==> config.mk <==
export PLATFORM = sky130hd
export DESIGN_NAME = adc_frame_deframer_calibrator_top
export DESIGN_NICKNAME = d
export VERILOG_FILES = /design/src/sv/afdc_pkg.sv /design/src/sv/afdc_cmd_fifo.sv /design/src/sv/afdc_ram.sv /design/src/sv/afdc_front.sv /design/src/sv/afdc_back.sv /design/src/sv/adc_frame_deframer_calibrator_top.sv
export VERILOG_INCLUDE_DIRS = /design/src /design/src/sv
export SDC_FILE = /design/constraint.sdc
export NUM_CORES = 1
export LEC_CHECK = 0
export ABC_CLOCK_PERIOD_IN_PS = 8200
export BUFFER_PORTS_ARGS = -buffer_cell sky130_fd_sc_hd__buf_2
export CAP_MARGIN = 15
export CORE_ASPECT_RATIO = 0.6
export CORE_UTILIZATION = 46
export DETAILED_ROUTE_END_ITERATION = 10
export PLACE_DENSITY = 0.61
export SLEW_MARGIN = 20
export SYNTH_ARGS = -nofsm -noshare
export SYNTH_HDL_FRONTEND = slang
export SYNTH_SLANG_ARGS = --single-unit
==> constraint.sdc <==
create_clock -name aclk -period 8.2 [get_ports aclk]
set_clock_uncertainty 0.1 [all_clocks]
set_input_delay 1.64 -clock aclk [delete_from_list [all_inputs] [get_ports aclk]]
set_output_delay 1.64 -clock aclk [all_outputs]
set_load 0.01 [all_outputs]
==> src/sv/adc_frame_deframer_calibrator_top_macros.svh <==
// assertion macros shared by the deframer/calibrator modules
// expects aclk and aresetn in the scope of each use
`ifndef ADC_FRAME_DEFRAMER_CALIBRATOR_TOP_MACROS_SVH
`define ADC_FRAME_DEFRAMER_CALIBRATOR_TOP_MACROS_SVH

// condition implies consequence in the same cycle
`define AFDC_ASSERT_NOW(label, ante, cons, msg) \
    label: assert property (@(posedge aclk) disable iff (!aresetn) (ante) |-> (cons)) \
        else $error(msg);

// condition implies consequence in the next cycle
`define AFDC_ASSERT_NEXT(label, ante, cons, msg) \
    label: assert property (@(posedge aclk) disable iff (!aresetn) (ante) |=> (cons)) \
        else $error(msg);

`endif

==> src/sv/afdc_pkg.sv <==
// shared types, codes and constants of the adc frame deframer/calibrator
// no dependencies
package afdc_pkg;

    localparam int CHANNELS_DEF         = 64;
    localparam int PE_FRACTION_BITS_DEF = 8;
    localparam int QUEUE_DEPTH          = 4;

    localparam logic [31:0] HG_MASK    = 32'h0068_0000;
    localparam logic [11:0] COUNT_MASK = 12'h0fff;
    localparam int          HEADER_BIT = 27;
    localparam int          CHAN_LSB   = 13;
    localparam int          OTR_BIT    = 12;

    localparam logic [11:0] PED_RESET  = 12'd820;
    localparam logic [11:0] GAIN_RESET = 12'd50;
    localparam logic [20:0] PE_MAX     = 21'd1048575;

    // result kinds
    localparam logic [1:0] KIND_TIME   = 2'd0;
    localparam logic [1:0] KIND_RECORD = 2'd1;
    localparam logic [1:0] KIND_ERROR  = 2'd2;

    // configuration register indexes
    localparam logic REG_PEDESTAL = 1'b0;
    localparam logic REG_GAIN     = 1'b1;

    typedef enum logic [1:0] {
        PH_HEADER,
        PH_TIME,
        PH_DATA
    } phase_t;

    typedef enum logic [1:0] {
        OP_TIME,
        OP_ERROR,
        OP_DATA
    } op_t;

    typedef enum logic [2:0] {
        B_IDLE,
        B_READ,
        B_LOAD,
        B_DIV,
        B_OUT
    } back_state_t;

    typedef struct packed {
        op_t         op;
        logic [31:0] word;
        logic        store;
        logic        burst;
    } cmd_t;

endpackage

==> src/sv/afdc_cmd_fifo.sv <==
// short command queue between the front and back of the deframer
// depends on afdc_pkg (cmd_t, QUEUE_DEPTH)
module afdc_cmd_fifo #(
    parameter int DEPTH = afdc_pkg::QUEUE_DEPTH
) (
    input  logic           aclk,
    input  logic           aresetn,
    input  logic           push,
    input  afdc_pkg::cmd_t push_cmd,
    output logic           not_full,
    input  logic           pop,
    output afdc_pkg::cmd_t pop_cmd,
    output logic           not_empty
);

    localparam int PW = (DEPTH > 1) ? $clog2(DEPTH) : 1;
    localparam int CW = $clog2(DEPTH + 1);

    afdc_pkg::cmd_t    mem_reg [DEPTH];
    logic [PW-1:0]     wr_ptr_reg, wr_ptr_next;
    logic [PW-1:0]     rd_ptr_reg, rd_ptr_next;
    logic [CW-1:0]     count_reg, count_next;

    assign not_full  = (count_reg != CW'(DEPTH));
    assign not_empty = (count_reg != '0);
    assign pop_cmd   = mem_reg[rd_ptr_reg];

    always_comb begin
        wr_ptr_next = wr_ptr_reg;
        rd_ptr_next = rd_ptr_reg;
        count_next  = count_reg;
        if (push) begin
            wr_ptr_next = (wr_ptr_reg == PW'(DEPTH - 1)) ? '0 : wr_ptr_reg + 1'b1;
        end
        if (pop) begin
            rd_ptr_next = (rd_ptr_reg == PW'(DEPTH - 1)) ? '0 : rd_ptr_reg + 1'b1;
        end
        case ({push, pop})
            2'b10:   count_next = count_reg + 1'b1;
            2'b01:   count_next = count_reg - 1'b1;
            default: count_next = count_reg;
        endcase
    end

    always_ff @(posedge aclk) begin
        if (!aresetn) begin
            wr_ptr_reg <= '0;
            rd_ptr_reg <= '0;
            count_reg  <= '0;
        end else begin
            wr_ptr_reg <= wr_ptr_next;
            rd_ptr_reg <= rd_ptr_next;
            count_reg  <= count_next;
        end
    end

    always_ff @(posedge aclk) begin
        if (push) begin
            mem_reg[wr_ptr_reg] <= push_cmd;
        end
    end

endmodule

==> src/sv/afdc_ram.sv <==
// generic single-write, single-read ram with registered read data
// no dependencies
module afdc_ram #(
    parameter int WIDTH = 12,
    parameter int DEPTH = 64
) (
    input  logic                     aclk,
    input  logic                     we,
    input  logic [$clog2(DEPTH)-1:0] waddr,
    input  logic [WIDTH-1:0]         wdata,
    input  logic                     re,
    input  logic [$clog2(DEPTH)-1:0] raddr,
    output logic [WIDTH-1:0]         rdata
);

    logic [WIDTH-1:0] mem_reg [DEPTH];
    logic [WIDTH-1:0] rdata_reg;

    assign rdata = rdata_reg;

    always_ff @(posedge aclk) begin
        if (we) begin
            mem_reg[waddr] <= wdata;
        end
        if (re) begin
            rdata_reg <= mem_reg[raddr];
        end
    end

endmodule

==> src/sv/afdc_front.sv <==
// front end: frame tracking and word classification into queue commands
// depends on afdc_pkg (phase_t, op_t, cmd_t, field constants)
module afdc_front #(
    parameter int CHANNELS = afdc_pkg::CHANNELS_DEF
) (
    input  logic           aclk,
    input  logic           aresetn,
    input  logic           s_valid,
    output logic           s_ready,
    input  logic [31:0]    s_input_word,
    input  logic           q_not_full,
    output logic           q_push,
    output afdc_pkg::cmd_t q_cmd
);

    afdc_pkg::phase_t phase_reg, phase_next;
    logic [11:0]      words_left_reg, words_left_next;
    logic             accept;
    logic             want;
    logic [5:0]       ch;
    logic             high_gain;
    logic             store;
    logic             burst;

    assign s_ready   = q_not_full;
    assign accept    = s_valid && s_ready;
    assign ch        = s_input_word[afdc_pkg::CHAN_LSB +: 6];
    assign high_gain = ((s_input_word & afdc_pkg::HG_MASK) == '0);
    assign store     = !s_input_word[afdc_pkg::OTR_BIT] && ({1'b0, ch} < 7'(CHANNELS));
    assign burst     = (ch == 6'(CHANNELS - 1));

    always_comb begin
        phase_next      = phase_reg;
        words_left_next = words_left_reg;
        want            = 1'b0;
        q_cmd.op        = afdc_pkg::OP_DATA;
        q_cmd.word      = s_input_word;
        q_cmd.store     = store;
        q_cmd.burst     = burst;
        case (phase_reg)
            afdc_pkg::PH_HEADER: begin
                if (!s_input_word[afdc_pkg::HEADER_BIT]) begin
                    want     = 1'b1;
                    q_cmd.op = afdc_pkg::OP_ERROR;
                end else begin
                    words_left_next = s_input_word[11:0] & afdc_pkg::COUNT_MASK;
                    phase_next      = afdc_pkg::PH_TIME;
                end
            end
            afdc_pkg::PH_TIME: begin
                want       = 1'b1;
                q_cmd.op   = afdc_pkg::OP_TIME;
                phase_next = (words_left_reg != '0) ? afdc_pkg::PH_DATA : afdc_pkg::PH_HEADER;
            end
            afdc_pkg::PH_DATA: begin
                words_left_next = words_left_reg - 1'b1;
                if (words_left_next == '0) begin
                    phase_next = afdc_pkg::PH_HEADER;
                end
                // low-gain and other data words fall through with no command
                want = high_gain && (store || burst);
            end
            default: begin
                phase_next = afdc_pkg::PH_HEADER;
            end
        endcase
    end

    assign q_push = accept && want;

    always_ff @(posedge aclk) begin
        if (!aresetn) begin
            phase_reg      <= afdc_pkg::PH_HEADER;
            words_left_reg <= '0;
        end else if (accept) begin
            phase_reg      <= phase_next;
            words_left_reg <= words_left_next;
        end
    end

endmodule

==> src/sv/afdc_back.sv <==
// back end: channel store, calibration divider and result register
// depends on afdc_pkg, afdc_ram and the assertion macro header
`include "adc_frame_deframer_calibrator_top_macros.svh"

module afdc_back #(
    parameter int CHANNELS         = afdc_pkg::CHANNELS_DEF,
    parameter int PE_FRACTION_BITS = afdc_pkg::PE_FRACTION_BITS_DEF
) (
    input  logic               aclk,
    input  logic               aresetn,
    input  logic               q_not_empty,
    input  afdc_pkg::cmd_t     q_cmd,
    output logic               q_pop,
    input  logic [11:0]        pedestal,
    input  logic [11:0]        gain_counts,
    output logic               m_valid,
    input  logic               m_ready,
    output logic [1:0]         m_kind,
    output logic [31:0]        m_frame_word,
    output logic [5:0]         m_channel,
    output logic [11:0]        m_adc_value,
    output logic signed [20:0] m_photoelectrons,
    output logic               m_last
);

    localparam int CW  = $clog2(CHANNELS);
    localparam int NW  = 12 + PE_FRACTION_BITS;
    localparam int DCW = $clog2(NW + 1);
    localparam int QW  = (NW > 21) ? NW : 21;

    afdc_pkg::back_state_t state_reg, state_next;
    logic [CW-1:0]       k_reg, k_next;
    logic [CHANNELS-1:0] vld_reg, vld_next;
    logic                rdv_reg, rdv_next;
    logic [11:0]         adc_reg, adc_next;
    logic                neg_reg, neg_next;
    logic [11:0]         rem_reg, rem_next;
    logic [NW-1:0]       quot_reg, quot_next;
    logic [DCW-1:0]      cnt_reg, cnt_next;

    logic                out_valid_reg, out_valid_next;
    logic [1:0]          out_kind_reg, out_kind_next;
    logic [31:0]         out_word_reg, out_word_next;
    logic [5:0]          out_ch_reg, out_ch_next;
    logic [11:0]         out_adc_reg, out_adc_next;
    logic [20:0]         out_pe_reg, out_pe_next;
    logic                out_last_reg, out_last_next;

    logic                out_free;
    logic [CW-1:0]       cmd_addr;
    logic                ram_we;
    logic                ram_re;
    logic [11:0]         ram_rdata;
    logic [11:0]         divisor;
    logic [11:0]         value;
    logic [12:0]         diff;
    logic [12:0]         diff_abs;
    logic [12:0]         rem_sh;
    logic                ge;
    logic [20:0]         pe_mag;

    assign out_free = !out_valid_reg || m_ready;
    assign cmd_addr = q_cmd.word[afdc_pkg::CHAN_LSB +: CW];
    assign divisor  = (gain_counts == '0) ? 12'd1 : gain_counts;

    // a never-written channel reads as zero
    assign value    = rdv_reg ? ram_rdata : 12'd0;
    assign diff     = {1'b0, value} - {1'b0, pedestal};
    assign diff_abs = diff[12] ? -diff : diff;

    // restoring division step, one quotient bit per cycle
    assign rem_sh   = {rem_reg, quot_reg[NW-1]};
    assign ge       = (rem_sh >= {1'b0, divisor});
    assign pe_mag   = (QW'(quot_reg) > QW'(afdc_pkg::PE_MAX)) ? afdc_pkg::PE_MAX
                                                              : 21'(quot_reg);

    afdc_ram #(
        .WIDTH (12),
        .DEPTH (CHANNELS)
    ) u_store (
        .aclk  (aclk),
        .we    (ram_we),
        .waddr (cmd_addr),
        .wdata (q_cmd.word[11:0]),
        .re    (ram_re),
        .raddr (k_reg),
        .rdata (ram_rdata)
    );

    always_comb begin
        state_next     = state_reg;
        k_next         = k_reg;
        vld_next       = vld_reg;
        rdv_next       = rdv_reg;
        adc_next       = adc_reg;
        neg_next       = neg_reg;
        rem_next       = rem_reg;
        quot_next      = quot_reg;
        cnt_next       = cnt_reg;
        q_pop          = 1'b0;
        ram_we         = 1'b0;
        ram_re         = 1'b0;
        out_valid_next = out_valid_reg && !m_ready;
        out_kind_next  = out_kind_reg;
        out_word_next  = out_word_reg;
        out_ch_next    = out_ch_reg;
        out_adc_next   = out_adc_reg;
        out_pe_next    = out_pe_reg;
        out_last_next  = out_last_reg;

        case (state_reg)
            afdc_pkg::B_IDLE: begin
                if (q_not_empty) begin
                    if (q_cmd.op == afdc_pkg::OP_DATA) begin
                        q_pop  = 1'b1;
                        ram_we = q_cmd.store;
                        if (q_cmd.store) begin
                            vld_next[cmd_addr] = 1'b1;
                        end
                        if (q_cmd.burst) begin
                            k_next     = '0;
                            state_next = afdc_pkg::B_READ;
                        end
                    end else if (out_free) begin
                        q_pop          = 1'b1;
                        out_valid_next = 1'b1;
                        out_kind_next  = (q_cmd.op == afdc_pkg::OP_TIME) ? afdc_pkg::KIND_TIME
                                                                         : afdc_pkg::KIND_ERROR;
                        out_word_next  = q_cmd.word;
                        out_ch_next    = '0;
                        out_adc_next   = '0;
                        out_pe_next    = '0;
                        out_last_next  = 1'b1;
                    end
                end
            end
            afdc_pkg::B_READ: begin
                ram_re     = 1'b1;
                rdv_next   = vld_reg[k_reg];
                state_next = afdc_pkg::B_LOAD;
            end
            afdc_pkg::B_LOAD: begin
                adc_next   = value;
                neg_next   = diff[12];
                rem_next   = '0;
                quot_next  = NW'(diff_abs[11:0]) << PE_FRACTION_BITS;
                cnt_next   = DCW'(NW);
                state_next = afdc_pkg::B_DIV;
            end
            afdc_pkg::B_DIV: begin
                rem_next  = ge ? 12'(rem_sh - {1'b0, divisor}) : rem_sh[11:0];
                quot_next = {quot_reg[NW-2:0], ge};
                cnt_next  = cnt_reg - 1'b1;
                if (cnt_reg == DCW'(1)) begin
                    state_next = afdc_pkg::B_OUT;
                end
            end
            afdc_pkg::B_OUT: begin
                if (out_free) begin
                    out_valid_next = 1'b1;
                    out_kind_next  = afdc_pkg::KIND_RECORD;
                    out_word_next  = '0;
                    out_ch_next    = 6'(k_reg);
                    out_adc_next   = adc_reg;
                    out_pe_next    = neg_reg ? -pe_mag : pe_mag;
                    out_last_next  = (k_reg == CW'(CHANNELS - 1));
                    if (k_reg == CW'(CHANNELS - 1)) begin
                        state_next = afdc_pkg::B_IDLE;
                    end else begin
                        k_next     = k_reg + 1'b1;
                        state_next = afdc_pkg::B_READ;
                    end
                end
            end
            default: begin
                state_next = afdc_pkg::B_IDLE;
            end
        endcase
    end

    always_ff @(posedge aclk) begin
        if (!aresetn) begin
            state_reg     <= afdc_pkg::B_IDLE;
            vld_reg       <= '0;
            out_valid_reg <= 1'b0;
            k_reg         <= '0;
            cnt_reg       <= '0;
        end else begin
            state_reg     <= state_next;
            vld_reg       <= vld_next;
            out_valid_reg <= out_valid_next;
            k_reg         <= k_next;
            cnt_reg       <= cnt_next;
        end
    end

    always_ff @(posedge aclk) begin
        rdv_reg      <= rdv_next;
        adc_reg      <= adc_next;
        neg_reg      <= neg_next;
        rem_reg      <= rem_next;
        quot_reg     <= quot_next;
        out_kind_reg <= out_kind_next;
        out_word_reg <= out_word_next;
        out_ch_reg   <= out_ch_next;
        out_adc_reg  <= out_adc_next;
        out_pe_reg   <= out_pe_next;
        out_last_reg <= out_last_next;
    end

    assign m_valid          = out_valid_reg;
    assign m_kind           = out_kind_reg;
    assign m_frame_word     = out_word_reg;
    assign m_channel        = out_ch_reg;
    assign m_adc_value      = out_adc_reg;
    assign m_photoelectrons = out_pe_reg;
    assign m_last           = out_last_reg;

    `AFDC_ASSERT_NOW(a_single_is_last, out_valid_reg && (out_kind_reg != afdc_pkg::KIND_RECORD), out_last_reg, "time or error word without last")
    `AFDC_ASSERT_NOW(a_rem_below_div, state_reg == afdc_pkg::B_DIV, rem_reg < divisor, "divider remainder not below divisor")
    `AFDC_ASSERT_NEXT(a_out_stall_holds, (state_reg == afdc_pkg::B_OUT) && out_valid_reg && !m_ready, state_reg == afdc_pkg::B_OUT, "record issued over a stalled word")
    `AFDC_ASSERT_NOW(a_pop_only_idle, q_pop, state_reg == afdc_pkg::B_IDLE, "queue popped during a burst")

endmodule

==> src/sv/adc_frame_deframer_calibrator_top.sv <==
// adc frame deframer and calibrator, top level
// depends on afdc_pkg, afdc_front, afdc_cmd_fifo, afdc_back
// Usage:
//   s_* is a valid/ready stream of 32-bit words: header, time word, then the
//   number of data words given by the header's low 12 bits. m_* carries
//   result words: a time word or a frame error (one word each, last set)
//   or, on a high-gain word for the last channel, a burst of CHANNELS
//   channel records with calibrated photoelectrons, last on the final one.
//   cfg_we/cfg_index/cfg_wdata write pedestal (0) and gain_counts (1), idle only.
// Timing:
//   the front takes one word per cycle while the four-entry command queue
//   has room. With the back end idle, a time or error word is written to the
//   command queue and then to the result register that drives m_valid. Each
//   channel record goes through the store read, the divider load, the
//   one-bit-per-cycle restoring divider over 12 + PE_FRACTION_BITS bits and
//   the output state; the queue is not popped until the burst ends.
// Reset and stalls:
//   reset returns the frame tracker to header hunt, restores the register
//   defaults and marks every stored channel as zero at once. A stalled
//   m_ready holds the result register; the queue then fills and drops s_ready.
module adc_frame_deframer_calibrator_top #(
    parameter int CHANNELS         = afdc_pkg::CHANNELS_DEF,
    parameter int PE_FRACTION_BITS = afdc_pkg::PE_FRACTION_BITS_DEF
) (
    input  logic               aclk,
    input  logic               aresetn,
    input  logic               s_valid,
    output logic               s_ready,
    input  logic [31:0]        s_input_word,
    output logic               m_valid,
    input  logic               m_ready,
    output logic [1:0]         m_kind,
    output logic [31:0]        m_frame_word,
    output logic [5:0]         m_channel,
    output logic [11:0]        m_adc_value,
    output logic signed [20:0] m_photoelectrons,
    output logic               m_last,
    input  logic               cfg_we,
    input  logic               cfg_index,
    input  logic [11:0]        cfg_wdata
);

    logic [11:0]    pedestal_reg, pedestal_next;
    logic [11:0]    gain_reg, gain_next;
    logic           q_push;
    logic           q_pop;
    logic           q_not_full;
    logic           q_not_empty;
    afdc_pkg::cmd_t push_cmd;
    afdc_pkg::cmd_t pop_cmd;

    always_comb begin
        pedestal_next = pedestal_reg;
        gain_next     = gain_reg;
        if (cfg_we) begin
            case (cfg_index)
                afdc_pkg::REG_PEDESTAL: pedestal_next = cfg_wdata & afdc_pkg::COUNT_MASK;
                afdc_pkg::REG_GAIN:     gain_next     = cfg_wdata & afdc_pkg::COUNT_MASK;
                default:                pedestal_next = pedestal_reg;
            endcase
        end
    end

    always_ff @(posedge aclk) begin
        if (!aresetn) begin
            pedestal_reg <= afdc_pkg::PED_RESET;
            gain_reg     <= afdc_pkg::GAIN_RESET;
        end else begin
            pedestal_reg <= pedestal_next;
            gain_reg     <= gain_next;
        end
    end

    afdc_front #(
        .CHANNELS (CHANNELS)
    ) u_front (
        .aclk         (aclk),
        .aresetn      (aresetn),
        .s_valid      (s_valid),
        .s_ready      (s_ready),
        .s_input_word (s_input_word),
        .q_not_full   (q_not_full),
        .q_push       (q_push),
        .q_cmd        (push_cmd)
    );

    afdc_cmd_fifo #(
        .DEPTH (afdc_pkg::QUEUE_DEPTH)
    ) u_queue (
        .aclk      (aclk),
        .aresetn   (aresetn),
        .push      (q_push),
        .push_cmd  (push_cmd),
        .not_full  (q_not_full),
        .pop       (q_pop),
        .pop_cmd   (pop_cmd),
        .not_empty (q_not_empty)
    );

    afdc_back #(
        .CHANNELS         (CHANNELS),
        .PE_FRACTION_BITS (PE_FRACTION_BITS)
    ) u_back (
        .aclk             (aclk),
        .aresetn          (aresetn),
        .q_not_empty      (q_not_empty),
        .q_cmd            (pop_cmd),
        .q_pop            (q_pop),
        .pedestal         (pedestal_reg),
        .gain_counts      (gain_reg),
        .m_valid          (m_valid),
        .m_ready          (m_ready),
        .m_kind           (m_kind),
        .m_frame_word     (m_frame_word),
        .m_channel        (m_channel),
        .m_adc_value      (m_adc_value),
        .m_photoelectrons (m_photoelectrons),
        .m_last           (m_last)
    );

endmodule

==> results_dict.tcl, run 1 <==
set metrics [dict create \
    post-cts-setup-buffers 0 \
    initial_core_util_pct 46.4 \
    ioPinCount 126 \
    p_leak_uw 0.0165 \
    ir_drop_v 0.000188 \
    synth_top_area_share_pct 67.2 \
    largest_register_ffs 768 \
    period_share_pct 55.5 \
    p_int_uw 10700 \
    avgSynthCellArea_um2 18.8 \
    yosysWarnings 0 \
    clockBufferDepth 3 \
    crit_fanout 37 \
    yosysTopAreaCell "edfxtp_1" \
    r2r_cells 6 \
    setup_violations 0 \
    hold_viol_final 0 \
    syn_inst 2485 \
    clkTransAtPathRegs_ns 0.07 \
    achievable-frequency_mhz 220 \
    drtAntennaViolNets 0 \
    drc 0 \
    root_buffer "clkbuf_16" \
    die_y_um 249 \
    synthesis.area_um2 46700 \
    mostFrequentLayoutCells "edfxtp_1, mux4_2, buf_2, dfxtp_1, nand2_1" \
    sw_frac_of_total_pct 27.2 \
    cts_resized 0 \
    worst_slew_pin_slew_ns 1.17 \
    die_area_um2 103000 \
    status "finished clean" \
    cts_hold_repair.buffers 0 \
    vias_per_cell 5.93 \
    layout_commonest_cell "edfxtp_1" \
    r2r_end "u_back.u_store.mem_reg[53][7]$_DFFE_PP_" \
    grtUsageTotal_pct 21.7 \
    ys_top_cells_by_area "edfxtp_1, mux4_2, dfxtp_1" \
    htreeDepth 3 \
    antenna_found_initial 3 \
    gp_congestion 0.867 \
    io_buffers 125 \
    wl_per_cell_um 27.4 \
    startpoint_type "flop" \
    hold_path.class "reg -> reg" \
    vias 24000 \
    ys_async_sr_fraction_pct 0 \
    rsz0062_at_grt "no" \
    place_hpwl_um 69900 \
    nets 2718 \
    p_sw_uw 4000 \
    p_clk_share_pct 33.1 \
    first_pass_iters 6 \
    cts_inserted_buffers 101 \
    r2r_setup_slack_ns 3.65 \
    ys.flop_type "edfxtp_1" \
    drt-total-wl_um 111000 \
    synth_edf_count 1044 \
    cts_tree "yes" \
    grt_max_degree 124 \
    synth_cell_types 69 \
    min_period_ns 4.55 \
    synth_nets 2575 \
    fin_tns_setup_ns 0 \
    clock_latency_ns 0.71 \
    end_kind "flop" \
    die_x_um 413 \
    ys_ff_latch 1170 \
    total_power_uw 14700 \
    grt.overflow.total 0 \
    grt_pass1_wl_um 163000 \
    seqPwrFrac_pct 51.3 \
    maxCapViolations 0 \
    drv_slew 0 \
    area_growth_pct 12.1 \
    grt_pass1_vias 23800 \
    whs_ns 0.366 \
    clock-sinks 1170 \
    power_density_nw_per_um2 282 \
    drive_above_1_share_pct 25.9 \
    dr.first_iter.drc_count 2676 \
    yosysSeqAreaShare_pct 72.6 \
    core-area_um2 101000 \
    crit_end "u_back.u_store.mem_reg[53][7]$_DFFE_PP_" \
    comb_power_share_pct 15.6 \
    crit_required_ns 8.41 \
    slew_headroom_pct 21.8 \
    row_count 90 \
    arrival_ns 4.77 \
    worst-setup-path-type "reg -> reg" \
]
[worst min-delay path by stage]
stage               slack (ns)                         endpoint  cells after the start                       startpoint
detailed placement        0.35  u_back.vld_reg[39]$_SDFFE_PN0P_                      1  u_back.vld_reg[39]$_SDFFE_PN0P_
global route              0.37  u_back.vld_reg[43]$_SDFFE_PN0P_                      1  u_back.vld_reg[43]$_SDFFE_PN0P_
floorplan                 0.34  u_back.vld_reg[10]$_SDFFE_PN0P_                      1  u_back.vld_reg[10]$_SDFFE_PN0P_
finish                    0.37   u_back.vld_reg[6]$_SDFFE_PN0P_                      1   u_back.vld_reg[6]$_SDFFE_PN0P_
CTS                       0.36  u_back.vld_reg[39]$_SDFFE_PN0P_                      1  u_back.vld_reg[39]$_SDFFE_PN0P_
global placement          0.34  u_back.vld_reg[41]$_SDFFE_PN0P_                      1  u_back.vld_reg[41]$_SDFFE_PN0P_
[metrics by stage]
| step | cells | util, % | cell area, µm² | worst slack (ns) |
|---|---|---|---|---|
| finish | 4051 | 52.0 | 52300 | 3.65 |
| global route | 4049 | 52.0 | 52300 | 3.45 |
| CTS | 4048 | 51.9 | 52200 | 3.47 |
| detailed placement | 3858 | 48.6 | 48900 | 3.49 |
| global placement | 3858 | 48.5 | 48800 | 3.62 |
| floorplan | 2485 | - | 46700 | 2.77 |
[cells by family after synthesis]
logic type / count (synthesis) / synth area share (%)
multiplexers: 324 / 15.2
AND/OR/NAND/NOR: 460 / 4.88
adder cells (fa/ha/maj): 40 / 1.12
XOR/XNOR: 42 / 0.788
buffers and inverters: 178 / 1.52
flip-flops: 1170 / 72.6
AO/OA/AOI/OAI: 271 / 3.94
[worst max-delay path, stage by stage (launching register included)]
cell	delay [ns]
dfxtp_2	0.31
buf_4	0.58
mux4_2	0.60
nand2b_1	0.24
nor4b_2	0.53
nand2_1	0.67
nor2_1	1.12
[synthesized netlist by cell type (all sizes together), types with 10 or more instances]
| master | number |
|---|---|
| nand3 | 10 |
| or3 | 14 |
| xnor2 | 19 |
| xor2 | 23 |
| nor2 | 141 |
| nand2 | 114 |
| buf | 40 |
| ha | 37 |
| inv | 55 |
| o21a | 73 |
| a21boi | 25 |
| and2 | 57 |
| mux2i | 16 |
| nor2b | 27 |
| nor3 | 18 |
| o21ai | 62 |
| a21oi | 39 |
| and3 | 28 |
| o211ai | 12 |
| clkbuf | 82 |
| mux4 | 306 |
| edfxtp | 1044 |
| nand2b | 11 |
| dfxtp | 126 |
[power groups by stage]
stage          Combinational [µW]  Sequential (µW)  Clock (µW)
3_3_place_gp                 2240             7680           0
5_1_grt                      2480             7580        5140
3_5_place_dp                 2320             7690           0
2_1_floorplan                1200             7750           0
6_report                     2300             7560        4870
4_1_cts                      2320             7560        4940
[cell type report]
cell class,instances,area [µm²]
Timing Repair Buffer,162,938
Sequential cell,1170,33900
Clock buffer,136,2760
Clock inverter,54,596
Antenna cell,2,5.00
Multi-Input combinational cell,1137,12200
Tap cell,1334,1670
Fill cell,7883,48300
Inverter,56,210
[metal layers]
layer	wire, µm	share of wire [%]	GRT usage (%)	up-vias
li1	-	-	-	10200
met1	51500	46	34.8	12700
met2	48600	44	30.5	933
met3	9030	8.1	4.83	122
met4	1700	1.5	4.19	0
met5	0	0	0	-
Note: power is estimated with default switching activity, not from simulation.
==> run 2, diff against run 1 <==
--- a/config.mk
+++ b/config.mk
@@ -6,7 +6,7 @@
 export SDC_FILE = /design/constraint.sdc
 export NUM_CORES = 1
 export LEC_CHECK = 0
-export ABC_CLOCK_PERIOD_IN_PS = 8200
+export ABC_CLOCK_PERIOD_IN_PS = 4200
 export BUFFER_PORTS_ARGS = -buffer_cell sky130_fd_sc_hd__buf_2
 export CAP_MARGIN = 15
 export CORE_ASPECT_RATIO = 0.6
==> constraint.sdc (replaced) <==
create_clock -name aclk -period 4.2 [get_ports aclk]
set_clock_uncertainty 0.1 [all_clocks]
set_input_delay 0.84 -clock aclk [delete_from_list [all_inputs] [get_ports aclk]]
set_output_delay 0.84 -clock aclk [all_outputs]
set_load 0.01 [all_outputs]
==> run 2 against run 1 <==
Against the previous run:
- register-to-register slack worse by 3.2 ns
- die area is the same
- clock-buffer cell count up 7
- core utilization up 0.99 points
- via count grew 1.6%
- flip-flop and latch count unchanged
- worst setup slack worse by 3.2 ns
==> results_dict.tcl, run 2 (same netlist as run 1, synthesis figures left out) <==
set metrics [dict create \
    p_leak_uw 0.0172 \
    fin_tns_setup_ns 0 \
    cpMaxStageDelayCell "or4b_1" \
    max_stage_delay_ns 0.56 \
    htreeDepth 3 \
    place_hpwl_um 72200 \
    largest_register_ffs 768 \
    cp_common_cell "nand2_1" \
    root_buffer "clkbuf_16" \
    multi_input_area_um2 12100 \
    ff_latch_area_um2 33900 \
    nets 2813 \
    rsz0062_at_grt "no" \
    row_count 90 \
    die_y_um 249 \
    dr.first_iter.drc_count 2856 \
    cts_hold_repair.buffers 0 \
    arrival_ns 4.10 \
    drtAntennaViolNets 0 \
    placed_area_um2 49700 \
    io_buffers 125 \
    min_period_ns 3.77 \
    achievable-frequency_mhz 265 \
    hold_viol_final 0 \
    whs_path_depth 1 \
    crit_fanout 12 \
    maxCapViolations 0 \
    total_power_uw 29200 \
    cts_resized 0 \
    clock-sinks 1170 \
    wl_per_cell_um 26.9 \
    first_pass_iters 5 \
    antenna_found_initial 11 \
    crit_required_ns 4.53 \
    setup_violations 0 \
    worst_slew_pin_slew_ns 1.09 \
    r2r_cells 11 \
    clockBufferDepth 3 \
    area_growth_pct 14.2 \
    power_density_nw_per_um2 548 \
    grt.overflow.total 0 \
    end_kind "flop" \
    drc 0 \
    die_area_um2 103000 \
    mostFrequentLayoutCells "edfxtp_1, mux4_2, nor2_1, buf_2, dfxtp_1" \
    grt_max_degree 66 \
    period_share_pct 89.9 \
    grtUsageTotal_pct 21.9 \
    startpoint_type "flop" \
    grt_pass1_vias 23600 \
    status "finished clean" \
    initial_core_util_pct 46.4 \
    grt_pass1_wl_um 164000 \
    post-cts-setup-buffers 0 \
    cts_tree "yes" \
    drive_above_1_share_pct 26.4 \
    ioPinCount 126 \
    clkTransAtPathRegs_ns 0.06 \
    vias_per_cell 5.88 \
    ir_drop_v 0.000421 \
    worst-setup-path-type "reg -> reg" \
    gp_congestion 0.822 \
    core-area_um2 101000 \
    clock_latency_ns 0.72 \
    hold_path.class "in -> reg" \
    nFillCells 7808 \
    cts_inserted_buffers 104 \
    drt-total-wl_um 112000 \
    crit_chain "nand2_1 -> ha_1 -> fa_1 -> nand2b_1 -> a21o_1 -> a311oi_1 -> nand2_1 -> or4b_1 -> o31ai_2 -> xnor2_1 -> o21ai_1" \
    drv_slew 0 \
    stdcell_area_um2 53300 \
    slew_headroom_pct 27.4 \
    vias 24400 \
    layout_commonest_cell "edfxtp_1" \
    die_x_um 413 \
]
run 2: through the flow:
stage | std cells | setup WS [ns] | utilization (%) | hold WS (ns)
finish | 4149 | 0.425 | 53.0 | 0.248
global route | 4148 | 0.172 | 53.0 | 0.207
CTS | 4148 | 0.386 | 53.0 | 0.190
detailed placement | 3951 | 0.420 | 49.4 | 0.348
global placement | 3951 | 0.472 | 49.4 | 0.340
floorplan | 2485 | 0.229 | - | 0.335
run 2: layer usage:
metal / global-route usage, % / vias up / part of all wire, %
met3: 4.18 / 124 / 8.5
met4: 4.07 / 2 / 1.5
li1: - / 10400 / -
met1: 36.9 / 12900 / 48
met5: 0 / - / 0.011
met2: 29.4 / 951 / 42
run 2: cell type report:
cell class	instances	area share, %
clock inverters	54	1.48
multi-input cells	1137	22.7
diodes	1	0.00470
clock buffers	143	5.31
inverters	56	0.394
well taps	1334	3.13
repair buffers	254	3.37
flip-flops and latches	1170	63.6
run 2: worst max-delay path: cells and delay by family, from the launching register on:
family,cells,cell delay [ns]
xor+xnor,1,0.15
flops,1,0.51
simple gates,4,1.14
compound gates,4,0.93
fa+ha+maj,2,0.66
run 2: power breakdown:
group | internal [µW] | switching (µW) | total, µW | leakage [µW]
Clock | 5800 | 4300 | 10100 | 0.00174
Sequential | 14500 | 243 | 14700 | 0.0105
Combinational | 1220 | 3160 | 4380 | 0.00495
run 2: final timing paths:
kind                                   start                          endpoint  slack (ns)
max                 u_back.rdv_reg$_DFFE_PP_     u_back.quot_reg[19]$_DFFE_PP_        0.43
min                         s_input_word[26]  u_queue.mem_reg[3][28]$_DFFE_PP_        0.25
max reg2reg         u_back.rdv_reg$_DFFE_PP_     u_back.quot_reg[19]$_DFFE_PP_        0.43
min reg2reg  u_back.vld_reg[10]$_SDFFE_PN0P_   u_back.vld_reg[10]$_SDFFE_PN0P_        0.36
